## config.mk

```make
export PLATFORM = sky130hd
export DESIGN_NAME = event_triggered_hue_glide
export DESIGN_NICKNAME = d
export VERILOG_FILES = /design/src/sv/ethg_pkg.sv /design/src/sv/event_triggered_hue_glide.sv /design/src/sv/ethg_div.sv
export SDC_FILE = /design/constraint.sdc
export NUM_CORES = 1
export LEC_CHECK = 0
export ABC_AREA = 1
export BUFFER_PORTS_ARGS = -buffer_cell sky130_fd_sc_hd__buf_4
export CORE_MARGIN = 4
export CORE_UTILIZATION = 50
export CTS_BUF_LIST = sky130_fd_sc_hd__clkbuf_16
export CTS_CLUSTER_SIZE = 24
export DETAILED_ROUTE_END_ITERATION = 16
export PLACE_DENSITY = 0.66
export RECOVER_POWER = 25
export SLEW_MARGIN = 25
export SYNTH_ARGS = -nofsm -noshare
export SYNTH_HDL_FRONTEND = slang
export SYNTH_SLANG_ARGS = --single-unit
```

## constraint.sdc

```tcl
create_clock -name clk -period 19.2 [get_ports clk]
set_clock_uncertainty 0.1 [all_clocks]
set_input_delay 1.92 -clock clk [delete_from_list [all_inputs] [get_ports clk]]
set_output_delay 1.92 -clock clk [all_outputs]
set_load 0.1 [all_outputs]
```

## src/sv/ethg_pkg.sv

```systemverilog
// Shared widths, constants and types for the event-triggered hue glide block.
`timescale 1ns / 1ps

package ethg_pkg;

    localparam int DT_W        = 18;
    localparam int SAL_W       = 16;
    localparam int HUE_W       = 8;
    localparam int TIME_W      = 24;
    localparam int FRAC_W      = 16;
    localparam int PROG_W      = FRAC_W + 1;
    localparam int DIVIDEND_W  = DT_W + FRAC_W;
    localparam int CFG_ADDR_W  = 3;
    localparam int CFG_DATA_W  = 24;
    localparam int IN_TDATA_W  = 40;
    localparam int OUT_TDATA_W = 8;
    localparam int OUT_TUSER_W = 2;

    localparam logic [PROG_W-1:0] PROGRESS_ONE = PROG_W'(1) << FRAC_W;

    localparam logic [SAL_W-1:0]  THRESHOLD_RESET  = SAL_W'(19661);
    localparam logic [HUE_W-1:0]  HUE_SHIFT_RESET  = HUE_W'(32);
    localparam logic [TIME_W-1:0] COOLDOWN_RESET   = TIME_W'(500000);
    localparam logic [TIME_W-1:0] TRANSITION_RESET = TIME_W'(300000);
    localparam logic [HUE_W-1:0]  START_HUE_RESET  = HUE_W'(0);

    typedef enum logic [CFG_ADDR_W-1:0] {
        REG_THRESHOLD  = 3'd0,
        REG_HUE_SHIFT  = 3'd1,
        REG_COOLDOWN   = 3'd2,
        REG_TRANSITION = 3'd3,
        REG_START_HUE  = 3'd4
    } cfg_reg_t;

    typedef enum logic [4:0] {
        ST_IDLE = 5'b00001,
        ST_DIV  = 5'b00010,
        ST_SQ   = 5'b00100,
        ST_MUL  = 5'b01000,
        ST_DONE = 5'b10000
    } state_t;

endpackage

```

## src/sv/event_triggered_hue_glide.sv

```systemverilog
// Top level of the event-triggered hue glide block.
//
// One input item is one display frame on s_axis: tdata carries the frame time
// and the saliency level, tuser the audio-valid flag. One result item per frame
// leaves on m_axis: tdata is the current hue, tuser the event and settled flags.
// Registers are written through cfg_wr_en / cfg_addr / cfg_wdata; the user must
// write them only while idle, and the block itself does not enforce it. Writing
// start_hue loads the current and target hue at once.
// s_axis_tready is high only while no frame is in work. A gliding frame runs the
// serial divider (one quotient bit per cycle) for the progress step, then the
// progress update, the ease-out square, the hue scaling and the output load. A
// settled frame goes straight to the output load; a zero transition time skips
// the divider. The block takes no new frame until the last result is loaded.
// The result waits in an output register; a stalled receiver holds the block in
// its last step until that register is free. Reset restores the register
// defaults, sets the hues to the start hue and marks the glide as settled; no
// clearing pass is needed.
`timescale 1ns / 1ps

module event_triggered_hue_glide (
    input  logic                                clk,
    input  logic                                rst_n,
    input  logic                                cfg_wr_en,
    input  logic [ethg_pkg::CFG_ADDR_W-1:0]     cfg_addr,
    input  logic [ethg_pkg::CFG_DATA_W-1:0]     cfg_wdata,
    input  logic                                s_axis_tvalid,
    output logic                                s_axis_tready,
    // frame_dt_us [17:0], saliency_level [33:18], zero fill [39:34]
    input  logic [ethg_pkg::IN_TDATA_W-1:0]     s_axis_tdata,
    // audio_valid [0]
    input  logic                                s_axis_tuser,
    output logic                                m_axis_tvalid,
    input  logic                                m_axis_tready,
    // hue_now [7:0]
    output logic [ethg_pkg::OUT_TDATA_W-1:0]    m_axis_tdata,
    // event_fired [0], settled [1]
    output logic [ethg_pkg::OUT_TUSER_W-1:0]    m_axis_tuser
);
    import ethg_pkg::*;

    state_t state_reg, state_next;

    logic [SAL_W-1:0]  threshold_reg, threshold_next;
    logic [HUE_W-1:0]  shift_reg, shift_next;
    logic [TIME_W-1:0] cooldown_time_reg, cooldown_time_next;
    logic [TIME_W-1:0] transition_reg, transition_next;
    logic [HUE_W-1:0]  start_hue_reg, start_hue_next;

    logic [HUE_W-1:0]  hue_cur_reg, hue_cur_next;
    logic [HUE_W-1:0]  hue_tgt_reg, hue_tgt_next;
    logic [PROG_W-1:0] progress_reg, progress_next;
    logic [SAL_W-1:0]  prev_sal_reg, prev_sal_next;
    logic [TIME_W-1:0] cooldown_reg, cooldown_next;

    logic              fired_reg, fired_next;
    logic [PROG_W-1:0] eased_reg, eased_next;
    logic              out_valid_reg, out_valid_next;
    logic [HUE_W-1:0]  out_hue_reg, out_hue_next;
    logic              out_fired_reg, out_fired_next;
    logic              out_settled_reg, out_settled_next;

    logic [DT_W-1:0]       in_dt;
    logic [SAL_W-1:0]      in_sal;
    logic                  in_accept;
    logic [TIME_W-1:0]     cool_dec;
    logic                  rising;
    logic                  fire;
    logic [PROG_W-1:0]     progress_acc;
    logic                  div_start;
    logic                  div_done;
    logic [DIVIDEND_W-1:0] div_quotient;
    logic [DIVIDEND_W:0]   prog_sum;
    logic [PROG_W-1:0]     rem;
    logic [2*PROG_W-1:0]   rem_sq;
    logic [PROG_W:0]       eased_wide;
    logic [HUE_W-1:0]      hue_diff;
    logic [HUE_W-1:0]      diff_mag;
    logic [HUE_W+PROG_W-1:0] scaled;
    logic [HUE_W-1:0]      step_mag;
    logic [HUE_W-1:0]      hue_step;
    logic                  out_free;

    assign in_dt     = s_axis_tdata[DT_W-1:0];
    assign in_sal    = s_axis_tdata[DT_W+SAL_W-1:DT_W];
    assign in_accept = s_axis_tvalid && s_axis_tready;
    assign out_free  = !out_valid_reg || m_axis_tready;

    assign cool_dec = (cooldown_reg > TIME_W'(in_dt)) ? cooldown_reg - TIME_W'(in_dt) : '0;
    assign rising   = (in_sal > threshold_reg) && (prev_sal_reg <= threshold_reg);
    assign fire     = s_axis_tuser && rising && (cool_dec == '0);
    assign progress_acc = fire ? '0 : progress_reg;

    assign div_start = in_accept && (progress_acc < PROGRESS_ONE) && (transition_reg != '0);

    assign prog_sum   = {{(DIVIDEND_W+1-PROG_W){1'b0}}, progress_reg}
                        + {1'b0, div_quotient};
    assign rem        = PROGRESS_ONE - progress_reg;
    assign rem_sq     = (2*PROG_W)'(rem) * (2*PROG_W)'(rem);
    assign eased_wide = {1'b0, PROGRESS_ONE} - rem_sq[2*PROG_W-1:FRAC_W];
    assign hue_diff   = hue_tgt_reg - hue_cur_reg;
    assign diff_mag   = hue_diff[HUE_W-1] ? HUE_W'(0) - hue_diff : hue_diff;
    assign scaled     = (HUE_W+PROG_W)'(diff_mag) * (HUE_W+PROG_W)'(eased_reg);
    assign step_mag   = scaled[FRAC_W+HUE_W-1:FRAC_W];
    assign hue_step   = hue_diff[HUE_W-1] ? HUE_W'(0) - step_mag : step_mag;

    ethg_div u_div (
        .clk      (clk),
        .rst_n    (rst_n),
        .start    (div_start),
        .dividend ({in_dt, {FRAC_W{1'b0}}}),
        .divisor  (transition_reg),
        .done     (div_done),
        .quotient (div_quotient)
    );

    always_comb
    begin
        state_next         = state_reg;
        threshold_next     = threshold_reg;
        shift_next         = shift_reg;
        cooldown_time_next = cooldown_time_reg;
        transition_next    = transition_reg;
        start_hue_next     = start_hue_reg;
        hue_cur_next       = hue_cur_reg;
        hue_tgt_next       = hue_tgt_reg;
        progress_next      = progress_reg;
        prev_sal_next      = prev_sal_reg;
        cooldown_next      = cooldown_reg;
        fired_next         = fired_reg;
        eased_next         = eased_reg;
        out_valid_next     = out_valid_reg;
        out_hue_next       = out_hue_reg;
        out_fired_next     = out_fired_reg;
        out_settled_next   = out_settled_reg;

        if (out_valid_reg && m_axis_tready)
        begin
            out_valid_next = 1'b0;
        end

        case (state_reg)
            ST_IDLE:
            begin
                if (in_accept)
                begin
                    cooldown_next = cool_dec;
                    fired_next    = fire;
                    if (s_axis_tuser)
                    begin
                        prev_sal_next = in_sal;
                    end
                    if (fire)
                    begin
                        hue_tgt_next  = hue_cur_reg + shift_reg;
                        cooldown_next = cooldown_time_reg;
                    end
                    progress_next = progress_acc;
                    if (progress_acc < PROGRESS_ONE)
                    begin
                        if (transition_reg == '0)
                        begin
                            progress_next = PROGRESS_ONE;
                            state_next    = ST_SQ;
                        end
                        else
                        begin
                            state_next = ST_DIV;
                        end
                    end
                    else
                    begin
                        hue_cur_next = hue_tgt_reg;
                        state_next   = ST_DONE;
                    end
                end
            end
            ST_DIV:
            begin
                if (div_done)
                begin
                    if (prog_sum > (DIVIDEND_W+1)'(PROGRESS_ONE))
                    begin
                        progress_next = PROGRESS_ONE;
                    end
                    else
                    begin
                        progress_next = prog_sum[PROG_W-1:0];
                    end
                    state_next = ST_SQ;
                end
            end
            ST_SQ:
            begin
                eased_next = eased_wide[PROG_W-1:0];
                state_next = ST_MUL;
            end
            ST_MUL:
            begin
                hue_cur_next = hue_cur_reg + hue_step;
                state_next   = ST_DONE;
            end
            ST_DONE:
            begin
                if (out_free)
                begin
                    out_valid_next   = 1'b1;
                    out_hue_next     = hue_cur_reg;
                    out_fired_next   = fired_reg;
                    out_settled_next = progress_reg >= PROGRESS_ONE;
                    state_next       = ST_IDLE;
                end
            end
            default:
            begin
                state_next = ST_IDLE;
            end
        endcase

        if (cfg_wr_en)
        begin
            case (cfg_addr)
                REG_THRESHOLD:  threshold_next     = cfg_wdata[SAL_W-1:0];
                REG_HUE_SHIFT:  shift_next         = cfg_wdata[HUE_W-1:0];
                REG_COOLDOWN:   cooldown_time_next = cfg_wdata[TIME_W-1:0];
                REG_TRANSITION: transition_next    = cfg_wdata[TIME_W-1:0];
                REG_START_HUE:
                begin
                    start_hue_next = cfg_wdata[HUE_W-1:0];
                    hue_cur_next   = cfg_wdata[HUE_W-1:0];
                    hue_tgt_next   = cfg_wdata[HUE_W-1:0];
                end
                default:
                begin
                end
            endcase
        end
    end

    always_ff @(posedge clk or negedge rst_n)
    begin
        if (!rst_n)
        begin
            state_reg         <= ST_IDLE;
            threshold_reg     <= THRESHOLD_RESET;
            shift_reg         <= HUE_SHIFT_RESET;
            cooldown_time_reg <= COOLDOWN_RESET;
            transition_reg    <= TRANSITION_RESET;
            start_hue_reg     <= START_HUE_RESET;
            hue_cur_reg       <= START_HUE_RESET;
            hue_tgt_reg       <= START_HUE_RESET;
            progress_reg      <= PROGRESS_ONE;
            prev_sal_reg      <= '0;
            cooldown_reg      <= '0;
            out_valid_reg     <= 1'b0;
        end
        else
        begin
            state_reg         <= state_next;
            threshold_reg     <= threshold_next;
            shift_reg         <= shift_next;
            cooldown_time_reg <= cooldown_time_next;
            transition_reg    <= transition_next;
            start_hue_reg     <= start_hue_next;
            hue_cur_reg       <= hue_cur_next;
            hue_tgt_reg       <= hue_tgt_next;
            progress_reg      <= progress_next;
            prev_sal_reg      <= prev_sal_next;
            cooldown_reg      <= cooldown_next;
            out_valid_reg     <= out_valid_next;
        end
    end

    always_ff @(posedge clk)
    begin
        fired_reg       <= fired_next;
        eased_reg       <= eased_next;
        out_hue_reg     <= out_hue_next;
        out_fired_reg   <= out_fired_next;
        out_settled_reg <= out_settled_next;
    end

    assign s_axis_tready = (state_reg == ST_IDLE);
    assign m_axis_tvalid = out_valid_reg;
    assign m_axis_tdata  = out_hue_reg;
    assign m_axis_tuser  = {out_settled_reg, out_fired_reg};

endmodule

```

## src/sv/ethg_div.sv

```systemverilog
// Serial restoring divider, one quotient bit per cycle.
`timescale 1ns / 1ps

module ethg_div (
    input  logic                               clk,
    input  logic                               rst_n,
    input  logic                               start,
    input  logic [ethg_pkg::DIVIDEND_W-1:0]    dividend,
    input  logic [ethg_pkg::TIME_W-1:0]        divisor,
    output logic                               done,
    output logic [ethg_pkg::DIVIDEND_W-1:0]    quotient
);
    import ethg_pkg::*;

    localparam int CNT_W = $clog2(DIVIDEND_W + 1);

    logic [TIME_W-1:0]     rem_reg, rem_next;
    logic [DIVIDEND_W-1:0] quo_reg, quo_next;
    logic [TIME_W-1:0]     div_reg, div_next;
    logic [CNT_W-1:0]      cnt_reg, cnt_next;
    logic                  busy_reg, busy_next;
    logic                  done_reg, done_next;
    logic [TIME_W:0]       trial;
    logic [TIME_W:0]       diff;

    always_comb
    begin
        trial     = {rem_reg, quo_reg[DIVIDEND_W-1]};
        diff      = trial - {1'b0, div_reg};
        rem_next  = rem_reg;
        quo_next  = quo_reg;
        div_next  = div_reg;
        cnt_next  = cnt_reg;
        busy_next = busy_reg;
        done_next = 1'b0;
        if (start)
        begin
            rem_next  = '0;
            quo_next  = dividend;
            div_next  = divisor;
            cnt_next  = CNT_W'(DIVIDEND_W);
            busy_next = 1'b1;
        end
        else if (busy_reg)
        begin
            if (trial >= {1'b0, div_reg})
            begin
                rem_next = diff[TIME_W-1:0];
                quo_next = {quo_reg[DIVIDEND_W-2:0], 1'b1};
            end
            else
            begin
                rem_next = trial[TIME_W-1:0];
                quo_next = {quo_reg[DIVIDEND_W-2:0], 1'b0};
            end
            cnt_next = cnt_reg - CNT_W'(1);
            if (cnt_reg == CNT_W'(1))
            begin
                busy_next = 1'b0;
                done_next = 1'b1;
            end
        end
    end

    always_ff @(posedge clk or negedge rst_n)
    begin
        if (!rst_n)
        begin
            cnt_reg  <= '0;
            busy_reg <= 1'b0;
            done_reg <= 1'b0;
        end
        else
        begin
            cnt_reg  <= cnt_next;
            busy_reg <= busy_next;
            done_reg <= done_next;
        end
    end

    always_ff @(posedge clk)
    begin
        rem_reg <= rem_next;
        quo_reg <= quo_next;
        div_reg <= div_next;
    end

    assign done     = done_reg;
    assign quotient = quo_reg;

endmodule

```

==> impl_metrics.toml, run 1 <==
[worst_setup_path]
cp_data_required_time_ps = 19370
reg2reg_depth = 35
ff2ff_setup_slack_ps = 9450
cp-end-kind = "flip-flop"
timing_worst_setup_path_type = "reg2reg"
worst_path_max_delay_cell = "sky130_fd_sc_hd__fa_1"
setup.worst_path.start_class = "flip-flop"
worst_path_arrival_time_ps = 9910
crit-reg2reg-capture = "eased_reg[11]$_DFFE_PN_"
slowest_delay_ps = 550
cp-endpoint = "eased_reg[11]$_DFFE_PN_"
cp-startpoint = "progress_reg[0]$_DFFE_PN0P_"
r2r_startpoint = "progress_reg[0]$_DFFE_PN0P_"
path_max_fanout = 16

[drt]
dr_vias_cell = 5.20
drt-wirelength-per-cell_um = 15.8
postRouteWirelength_um = 72100
drc = 0
routed-via-count = 23700
final_antenna_net_count = 0
dr.pass1.iters = 6
drt_first_iter_violations = 1362

[layout]
layout-drive-gt1-share_pct = 5.70
number_of_antenna_diodes = 0
finish.utilization_pct = 54.5
layout.nets = 4377
post_route_design_area_mm2 = 0.0315
number_of_filler_cells_placed_in_the_layout = 5602
max_reg_flops = 34
relative_area_change_from_synthesis_to_final_layout_pct = 8.00

[synth]
yosys_warnings = 0
yosysTopAreaCellShare_pct = 19.5
yosys.area_share.adder_pct = 30.7
yosys.area_share.simple_pct = 20.1
syn_inst = 3723
number_of_distinct_library_cell_variants_in_the_gate_level_netlist_after_synthesis = 59
synth_top_family_by_area = "adder cells"
synth.area.mux_share_pct = 0.580
synth_enable_flop_cells = 70
synthesis.nets = 4339
syn_area_mm2 = 0.0291
synth_sequential_area_ratio_pct = 23.7
synth.top_cells.by_area = "sky130_fd_sc_hd__fa_1 20%, sky130_fd_sc_hd__dfrtp_1 11%, sky130_fd_sc_hd__ha_1 11%, sky130_fd_sc_hd__inv_1 9.5%, sky130_fd_sc_hd__nand2_1 9.1%"
ys.flop_type = "sky130_fd_sc_hd__dfrtp_1"
synth-async-reset-ratio_pct = 59.1
syn_area_per_cell_um2 = 7.82
synthesized_area_fraction_occupied_by_xor_and_xnor_cells_pct = 3.94
yosys.area.top_type = "sky130_fd_sc_hd__fa_1"
synth.ff_latch_count = 269
synth-compound-area-share_pct = 9.95

[cts]
cts_max_path_buffers = 3
clock-root-buffer = "sky130_fd_sc_hd__clkbuf_16"
clkTransAtPathRegs_ps = 60
clock-sinks = 269
cts_hold_repair.buffers = 0
post_cts.repair.setup_buffers = 0
ctsResizeCount = 0
h_tree_lvls = 2
cts_made_buffers = 34
tritoncts = "built"
clk_latency_ps = 550

[status]
failed_checks = "max-capacitance violations, max-slew violations"
status = "complete, but fails checks"

[place]
dpl_cell_area_mm2 = 0.0304
portBuffers = 78
finalWeightedCongestion = 0.915
post-dp-hpwl_um = 57200

[floorplan]
initial_core_util_pct = 50.5
floorplan.die.width_um = 249
coreArea_mm2 = 0.0577
chipHeight_um = 249
rows = 88
io_pins = 85
die_area_mm2 = 0.0622

[min_path]
worstHoldPathType = "reg2reg"

[timing]
tightestPinTransition_ps = 5380
finalSetupViolations = 0
final.period_utilization_pct = 50.8
slew-limit-headroom_pct = -259
rsz0062_at_grt = "no"
final_period_minus_worst_setup_slack_ps = 9750
fin_tns_setup_ps = 0
max_clock_freq_ghz = 0.103
finalMaxSlewViolations = 99
timing.final.hold_violations = 0

[global_routing]
groute.usage.overall_pct = 23.1
grt_first_pass_wirelength_um = 119000
gr-total-overflow = 0
grt_antenna_before_repair = 0
grt_max_degree = 99
first_global_vias = 23300

[job]
max_cap_violations = 1
==> cell usage in the layout (no fill, tap or decap), types with 70 or more instances in the layout <==
| cell | n |
|---|---|
| sky130_fd_sc_hd__o21ai_0 | 228 |
| sky130_fd_sc_hd__fa_1 | 284 |
| sky130_fd_sc_hd__nor2_1 | 381 |
| sky130_fd_sc_hd__nand3_1 | 123 |
| sky130_fd_sc_hd__dfrtp_1 | 133 |
| sky130_fd_sc_hd__edfxtp_1 | 70 |
| sky130_fd_sc_hd__xor2_1 | 83 |
| sky130_fd_sc_hd__ha_1 | 259 |
| sky130_fd_sc_hd__nand2_1 | 703 |
| sky130_fd_sc_hd__inv_1 | 747 |
| sky130_fd_sc_hd__a21oi_1 | 201 |
| sky130_fd_sc_hd__buf_4 | 93 |
==> cell type report <==
type | count | area (µm²) | share of cell area (%)
Tap cell | 765 | 957 | 3.04
Timing Repair Buffer | 95 | 706 | 2.24
Sequential cell | 269 | 6910 | 22.0
Clock inverter | 27 | 173 | 0.549
Inverter | 745 | 2800 | 8.89
Multi-Input combinational cell | 2616 | 19000 | 60.5
Clock buffer | 35 | 876 | 2.78
==> synth_stat cells, drive strengths merged, types with 44 or more instances <==
master and number:
nand2 709, nand4 67, edfxtp 70, inv 741, clkbuf 68, a21oi 206, nand3 126, o21ai 236
ha 259, xnor2 46, nor2 382, nor3 44, xor2 85, dfrtp 133, fa 284
==> critical path, delay by kind of cell, from the launching register on <==
kind / cells / cell delay, ps
fa+ha+maj: 8 / 3690
simple gates: 14 / 2710
buf+inv: 7 / 1220
compound gates: 4 / 740
flops: 1 / 490
xor+xnor: 2 / 480
==> stage by stage <==
| stage | hold slack [ps] | worst slack, ps | std cells |
|---|---|---|---|
| after floorplan | 300 | 10740 | 3723 |
| after global placement | 301 | 9510 | 4490 |
| after detailed placement | 318 | 9470 | 4490 |
| after CTS | 342 | 9410 | 4552 |
| after global routing | 347 | 8640 | 4552 |
| final | 344 | 9450 | 4552 |
==> logic make-up after synthesis <==
family,Yosys count
muxes,15
adders and majority gates,543
xor gates and xnor gates,131
buffers and inverters,838
DFF,269
AOI/OAI and AO/OA,532
and+or+nand+nor,1395
==> per-layer routing <==
| metal | routed length [µm] | up-vias | share of wire, % | track usage (%) |
|---|---|---|---|---|
| met3 | 3160 | 80 | 4.4 | 2.74 |
| met5 | 0 | - | 0 | 0 |
| met4 | 1110 | 0 | 1.5 | 4.53 |
| met1 | 34600 | 11300 | 48 | 33.5 |
| li1 | - | 11800 | - | - |
| met2 | 33300 | 470 | 46 | 37.7 |
==> worst min path at each step <==
| stage | endpoint | from | slack (ps) | cells after the start |
|---|---|---|---|---|
| floorplan | out_fired_reg$_DFFE_PP_ | fired_reg$_DFFE_PP_ | 300 | 0 |
| global placement | out_fired_reg$_DFFE_PP_ | fired_reg$_DFFE_PP_ | 300 | 0 |
| detailed placement | out_fired_reg$_DFFE_PP_ | fired_reg$_DFFE_PP_ | 320 | 0 |
| CTS | out_fired_reg$_DFFE_PP_ | fired_reg$_DFFE_PP_ | 340 | 0 |
| global route | out_fired_reg$_DFFE_PP_ | fired_reg$_DFFE_PP_ | 350 | 0 |
| finish | out_fired_reg$_DFFE_PP_ | fired_reg$_DFFE_PP_ | 340 | 0 |
Power of run 1 is left out: the tool's default activity adds up to more than one toggle a clock period on the data nets, which glitch-free logic cannot reach.
==> run 2: changes to the inputs <==
==> constraint.sdc (replaced) <==
create_clock -name clk -period 9.2 [get_ports clk]
set_clock_uncertainty 0.1 [all_clocks]
set_input_delay 0.92 -clock clk [delete_from_list [all_inputs] [get_ports clk]]
set_output_delay 0.92 -clock clk [all_outputs]
set_load 0.1 [all_outputs]
==> run 2 against run 1 <==
  * The run still ends with max-capacitance violations, max-slew violations left
  * Largest cell class unchanged
  * Routed wire length rose by 0.93%
  * Via count grew 0.68%
  * Sequential share of layout area decreased by 0.25 points
  * Hold slack lost 24 ps
  * Utilization increased by 0.64 points
  * Final cell count is 0.75% higher
  * Worst setup slack worse by 8800 ps
  * Global-route usage rose by 0.18 points
  * Non-clock buffer count rose by 32
  * Critical endpoint is now eased_reg[16]$_DFFE_PN_
==> impl_metrics.toml, run 2 (synthesis results as in run 1) <==
[drt]
met1Wirelength_um = 34300
drc = 0
dr.pass1.iters = 6
routed-via-count = 23800
detailroute.wirelength.met2_um = 33400
maxUsedRoutingLayer = "met4"
postRouteWirelength_um = 72800
dr_vias_cell = 5.20
final_antenna_net_count = 0
drt-wirelength-per-cell_um = 15.9
route.met3.wl_um = 3960
drt_first_iter_violations = 1451

[timing]
hold_ws_ps = 319
final_period_minus_worst_setup_slack_ps = 8550
fin_ws_ps = 650
finalMaxSlewViolations = 105
rsz0062_at_grt = "yes"
slew-limit-headroom_pct = -286
timing.final.hold_violations = 0
finalSetupViolations = 0
final.period_utilization_pct = 92.9
max_clock_freq_ghz = 0.117
tightestPinTransition_ps = 5790

[floorplan]
io_pins = 85
die_area_mm2 = 0.0622
chipHeight_um = 249
coreArea_mm2 = 0.0577
rows = 88
floorplan.die.width_um = 249
initial_core_util_pct = 50.5

[layout]
final_cell_mix = "733 x sky130_fd_sc_hd__inv_1, 700 x sky130_fd_sc_hd__nand2_1, 380 x sky130_fd_sc_hd__nor2_1"
layout.nets = 4411
relative_area_change_from_synthesis_to_final_layout_pct = 9.28
layout.cells.most_common = "sky130_fd_sc_hd__inv_1"
layout-drive-gt1-share_pct = 7.12
post_route_design_area_mm2 = 0.0318
final_cells = 4586
number_of_antenna_diodes = 0
max_reg_flops = 34

[place]
place_worst_setup_slack_ps = 364
place_inst = 4515
portBuffers = 78
dpl_cell_area_mm2 = 0.0306
finalWeightedCongestion = 0.915
post-dp-hpwl_um = 57700

[cts]
clkTransAtPathRegs_ps = 60
h_tree_lvls = 2
cts_max_path_buffers = 3
clock-sinks = 269
clock-root-buffer = "sky130_fd_sc_hd__clkbuf_16"
tritoncts = "built"
clk_latency_ps = 550
cts_made_buffers = 34

[global_routing]
first_global_vias = 23300
grt_max_degree = 105
grt_antenna_before_repair = 0
gr-total-overflow = 0
groute.usage.overall_pct = 23.2
grt_first_pass_wirelength_um = 119000

[status]
status = "complete, but fails checks"
failed_checks = "max-capacitance violations, max-slew violations"

[worst_setup_path]
worst_path_arrival_time_ps = 8760
path_max_fanout = 5
slowest_delay_ps = 550
setup.worst_path.start_class = "flip-flop"
ff2ff_setup_slack_ps = 650
cpMostUsedCell = "sky130_fd_sc_hd__nand2_1"
worst_path_max_delay_cell = "sky130_fd_sc_hd__fa_1"
cp-end-kind = "flip-flop"
cp_data_required_time_ps = 9410
timing_worst_setup_path_type = "reg2reg"

[min_path]
worstHoldPathType = "reg2reg"

[job]
max_cap_violations = 1
## run 2: worst paths after layout
path,from,cells after the start,endpoint
hold / removal,fired_reg$_DFFE_PP_,0,out_fired_reg$_DFFE_PP_
setup reg to reg,progress_reg[1]$_DFFE_PN0P_,37,eased_reg[16]$_DFFE_PN_
setup / recovery,progress_reg[1]$_DFFE_PN0P_,37,eased_reg[16]$_DFFE_PN_
hold reg to reg,fired_reg$_DFFE_PP_,0,out_fired_reg$_DFFE_PP_
max in group asynchronous,rst_n,1,hue_cur_reg[1]$_DFF_PN0_
min in group asynchronous,rst_n,1,prev_sal_reg[4]$_DFFE_PN0P_
## run 2: area by class of cell
type / instances / area [µm²]
Inverter: 745 / 2810
Tap cell: 765 / 957
Timing Repair inverter: 2 / 15.0
Timing Repair Buffer: 127 / 927
Sequential cell: 269 / 6920
Fill cell: 5629 / 25900
Clock buffer: 35 / 876
Clock inverter: 27 / 208
Multi-Input combinational cell: 2616 / 19100
## run 2: critical path: cells and delay by family, from the launching register on
family | cells | cell delay (ps)
buffers and inverters | 6 | 450
adder cells (fa/ha/maj) | 9 | 4000
flip-flops | 1 | 450
XOR/XNOR | 1 | 400
AND/OR/NAND/NOR | 17 | 2210
AO/OA/AOI/OAI | 4 | 710
## run 2: through the flow
| step | TNS [ps] | util [%] |
|---|---|---|
| 2_1_floorplan | 0 | - |
| 3_3_place_gp | 0 | 53.0 |
| 5_1_grt | -64.4 | 55.2 |
| 3_5_place_dp | 0 | 53.0 |
| 4_1_cts | 0 | 54.9 |
| 6_report | 0 | 55.2 |
## run 2: repair_timing
| item | 4_1_cts | 5_1_grt |
|---|---|---|
| setup endpoints to repair | 0 | 11 |
| buffers inserted | 0 | 7 |
| hold buffers | 0 | 0 |
| gates resized for setup | 0 | 31 |
## run 2: metal layers
layer	vias up	track usage (%)
met5	-	0
met4	0	4.29
met3	86	3.39
met2	533	37.7
met1	11300	33.7
li1	11900	-
Power of run 2 is left out for the same reason.
==> run 3: changes to the inputs <==
--- a/config.mk
+++ b/config.mk
@@ -12,8 +12,9 @@
 export CTS_BUF_LIST = sky130_fd_sc_hd__clkbuf_16
 export CTS_CLUSTER_SIZE = 24
 export DETAILED_ROUTE_END_ITERATION = 16
-export PLACE_DENSITY = 0.66
+export PLACE_DENSITY_LB_ADDON = 0.12
 export RECOVER_POWER = 25
+export SETUP_SLACK_MARGIN = 0.5
 export SLEW_MARGIN = 25
 export SYNTH_ARGS = -nofsm -noshare
 export SYNTH_HDL_FRONTEND = slang
==> run 3 against run 2 <==
  * The run still ends with max-capacitance violations, max-slew violations left
  * Global-route usage increased by 0.70 points
  * Register-to-register slack better by 290 ps
  * Fmax up 3.6%
  * First-iteration DRC count is 14% higher
  * Non-clock buffer count is 17 higher
  * Sequential share of layout area down 0.38 points
  * Die area is the same
  * Final cell count up 0.39%
  * Routed wire length is 3.4% higher
  * Critical endpoint unchanged
  * Largest cell class unchanged
==> impl_metrics.toml, run 3 (synthesis results as in run 1) <==
[status]
status = "complete, but fails checks"
failed_checks = "max-capacitance violations, max-slew violations"

[cts]
clk_latency_ps = 570
tritoncts = "built"
h_tree_lvls = 2
cts_made_buffers = 34
clock-root-buffer = "sky130_fd_sc_hd__clkbuf_16"
clock-sinks = 269
clkTransAtPathRegs_ps = 60
cts_max_path_buffers = 3

[global_routing]
grt_first_pass_wirelength_um = 123000
groute.usage.overall_pct = 23.9
gr-total-overflow = 0
grt_max_degree = 62
grt_antenna_before_repair = 2
first_global_vias = 23500

[place]
finalWeightedCongestion = 0.886
portBuffers = 78
post-dp-hpwl_um = 58700

[drt]
drt-wirelength-per-cell_um = 16.3
drt_first_iter_violations = 1648
drc = 0
dr.pass1.iters = 5
dr_vias_cell = 5.22
routed-via-count = 24000
final_antenna_net_count = 0
postRouteWirelength_um = 75300

[floorplan]
io_pins = 85
floorplan.die.width_um = 249
initial_core_util_pct = 50.5
die_area_mm2 = 0.0622
coreArea_mm2 = 0.0577
rows = 88
chipHeight_um = 249

[worst_setup_path]
cp-end-kind = "flip-flop"
path_max_fanout = 6
cpMostUsedCell = "sky130_fd_sc_hd__nand2_1"
cp_data_required_time_ps = 9400
timing_worst_setup_path_type = "reg2reg"
reg2reg_depth = 41
slowest_delay_ps = 560
setup.worst_path.start_class = "flip-flop"
worst_path_max_delay_cell = "sky130_fd_sc_hd__fa_1"
r2r_startpoint = "progress_reg[0]$_DFFE_PN0P_"
ff2ff_setup_slack_ps = 940
worst_path_arrival_time_ps = 8460
crit-reg2reg-capture = "eased_reg[16]$_DFFE_PN_"

[layout]
finish.utilization_pct = 56.2
number_of_filler_cells_placed_in_the_layout = 5565
relative_area_change_from_synthesis_to_final_layout_pct = 11.2
layout.cells.most_common = "sky130_fd_sc_hd__inv_1"
final_cell_mix = "734 x sky130_fd_sc_hd__inv_1, 691 x sky130_fd_sc_hd__nand2_1, 367 x sky130_fd_sc_hd__nor2_1"
max_reg_flops = 34
layout.nets = 4428
layout-drive-gt1-share_pct = 9.35

[timing]
final.period_utilization_pct = 89.7
tightestPinTransition_ps = 2870
rsz0062_at_grt = "yes"
final_period_minus_worst_setup_slack_ps = 8260
slew-limit-headroom_pct = -91.1
max_clock_freq_ghz = 0.121
timing.final.hold_violations = 0
fin_tns_setup_ps = 0
finalMaxSlewViolations = 148
finalSetupViolations = 0

[min_path]
worst_hold_path.endpoint = "out_fired_reg$_DFFE_PP_"
hold_path_startpoint = "fired_reg$_DFFE_PP_"
worstHoldPathType = "reg2reg"
number_of_stages_on_the_worst_hold_path = 0

[job]
max_cap_violations = 3
[run 3: stage by stage]
stage          cells  cell area, µm²  hold WS, ps  setup WS, ps
4_1_cts         4580           31700          191           450
6_report        4604           32400          321           945
2_1_floorplan   3723           29100          300           741
3_3_place_gp    4516           30600          311           409
3_5_place_dp    4516           30600          308           350
5_1_grt         4604           32400          336           431
[run 3: repair_timing]
action | CTS | global route
pin swaps | 0 | 48
buffers inserted | 2 | 20
gates resized for setup | 7 | 133
hold buffers | 0 | 0
cloned | 0 | 3
setup endpoints to repair | 7 | 18
[run 3: per-layer routing]
layer / part of all wire [%] / GRT usage [%] / up-vias
met1: 48 / 35.8 / 11400
met3: 5.3 / 2.91 / 64
met2: 46 / 38.2 / 566
li1: - / - / 12000
met5: 0 / 0 / -
met4: 1.4 / 3.87 / 0
[run 3: critical path, delay by kind of cell, from the launching register on]
kind / cells / cell delay [ps]
fa+ha+maj: 9 / 3820
simple gates: 22 / 2790
buf+inv: 8 / 550
flops: 1 / 460
xor+xnor: 1 / 180
compound gates: 1 / 90
[run 3: final cells by class]
type,count,area [µm²],share of cell area [%]
Multi-Input combinational cell,2616,19500,60.3
Inverter,745,2820,8.69
Clock inverter,27,233,0.718
Clock buffer,35,876,2.70
Antenna cell,1,2.50,0.00772
Tap cell,765,957,2.95
Timing Repair Buffer,144,1050,3.24
Sequential cell,269,6920,21.3
Timing Repair inverter,2,15.0,0.0463
[run 3: how the worst max path moves through the flow]
stage | from | to | slack (ps) | cells past startpoint
2_1_floorplan | progress_reg[0]$_DFFE_PN0P_ | eased_reg[11]$_DFFE_PN_ | 740 | 37
3_3_place_gp | hue_cur_reg[1]$_DFF_PN0_ | hue_cur_reg[7]$_DFF_PN0_ | 410 | 42
3_5_place_dp | hue_cur_reg[1]$_DFF_PN0_ | hue_cur_reg[7]$_DFF_PN0_ | 350 | 43
4_1_cts | hue_cur_reg[1]$_DFF_PN0_ | hue_cur_reg[7]$_DFF_PN0_ | 450 | 44
5_1_grt | hue_tgt_reg[0]$_DFF_PN0_ | hue_cur_reg[7]$_DFF_PN0_ | 430 | 46
6_report | progress_reg[0]$_DFFE_PN0P_ | eased_reg[16]$_DFFE_PN_ | 940 | 41
Power of run 3 is left out for the same reason.
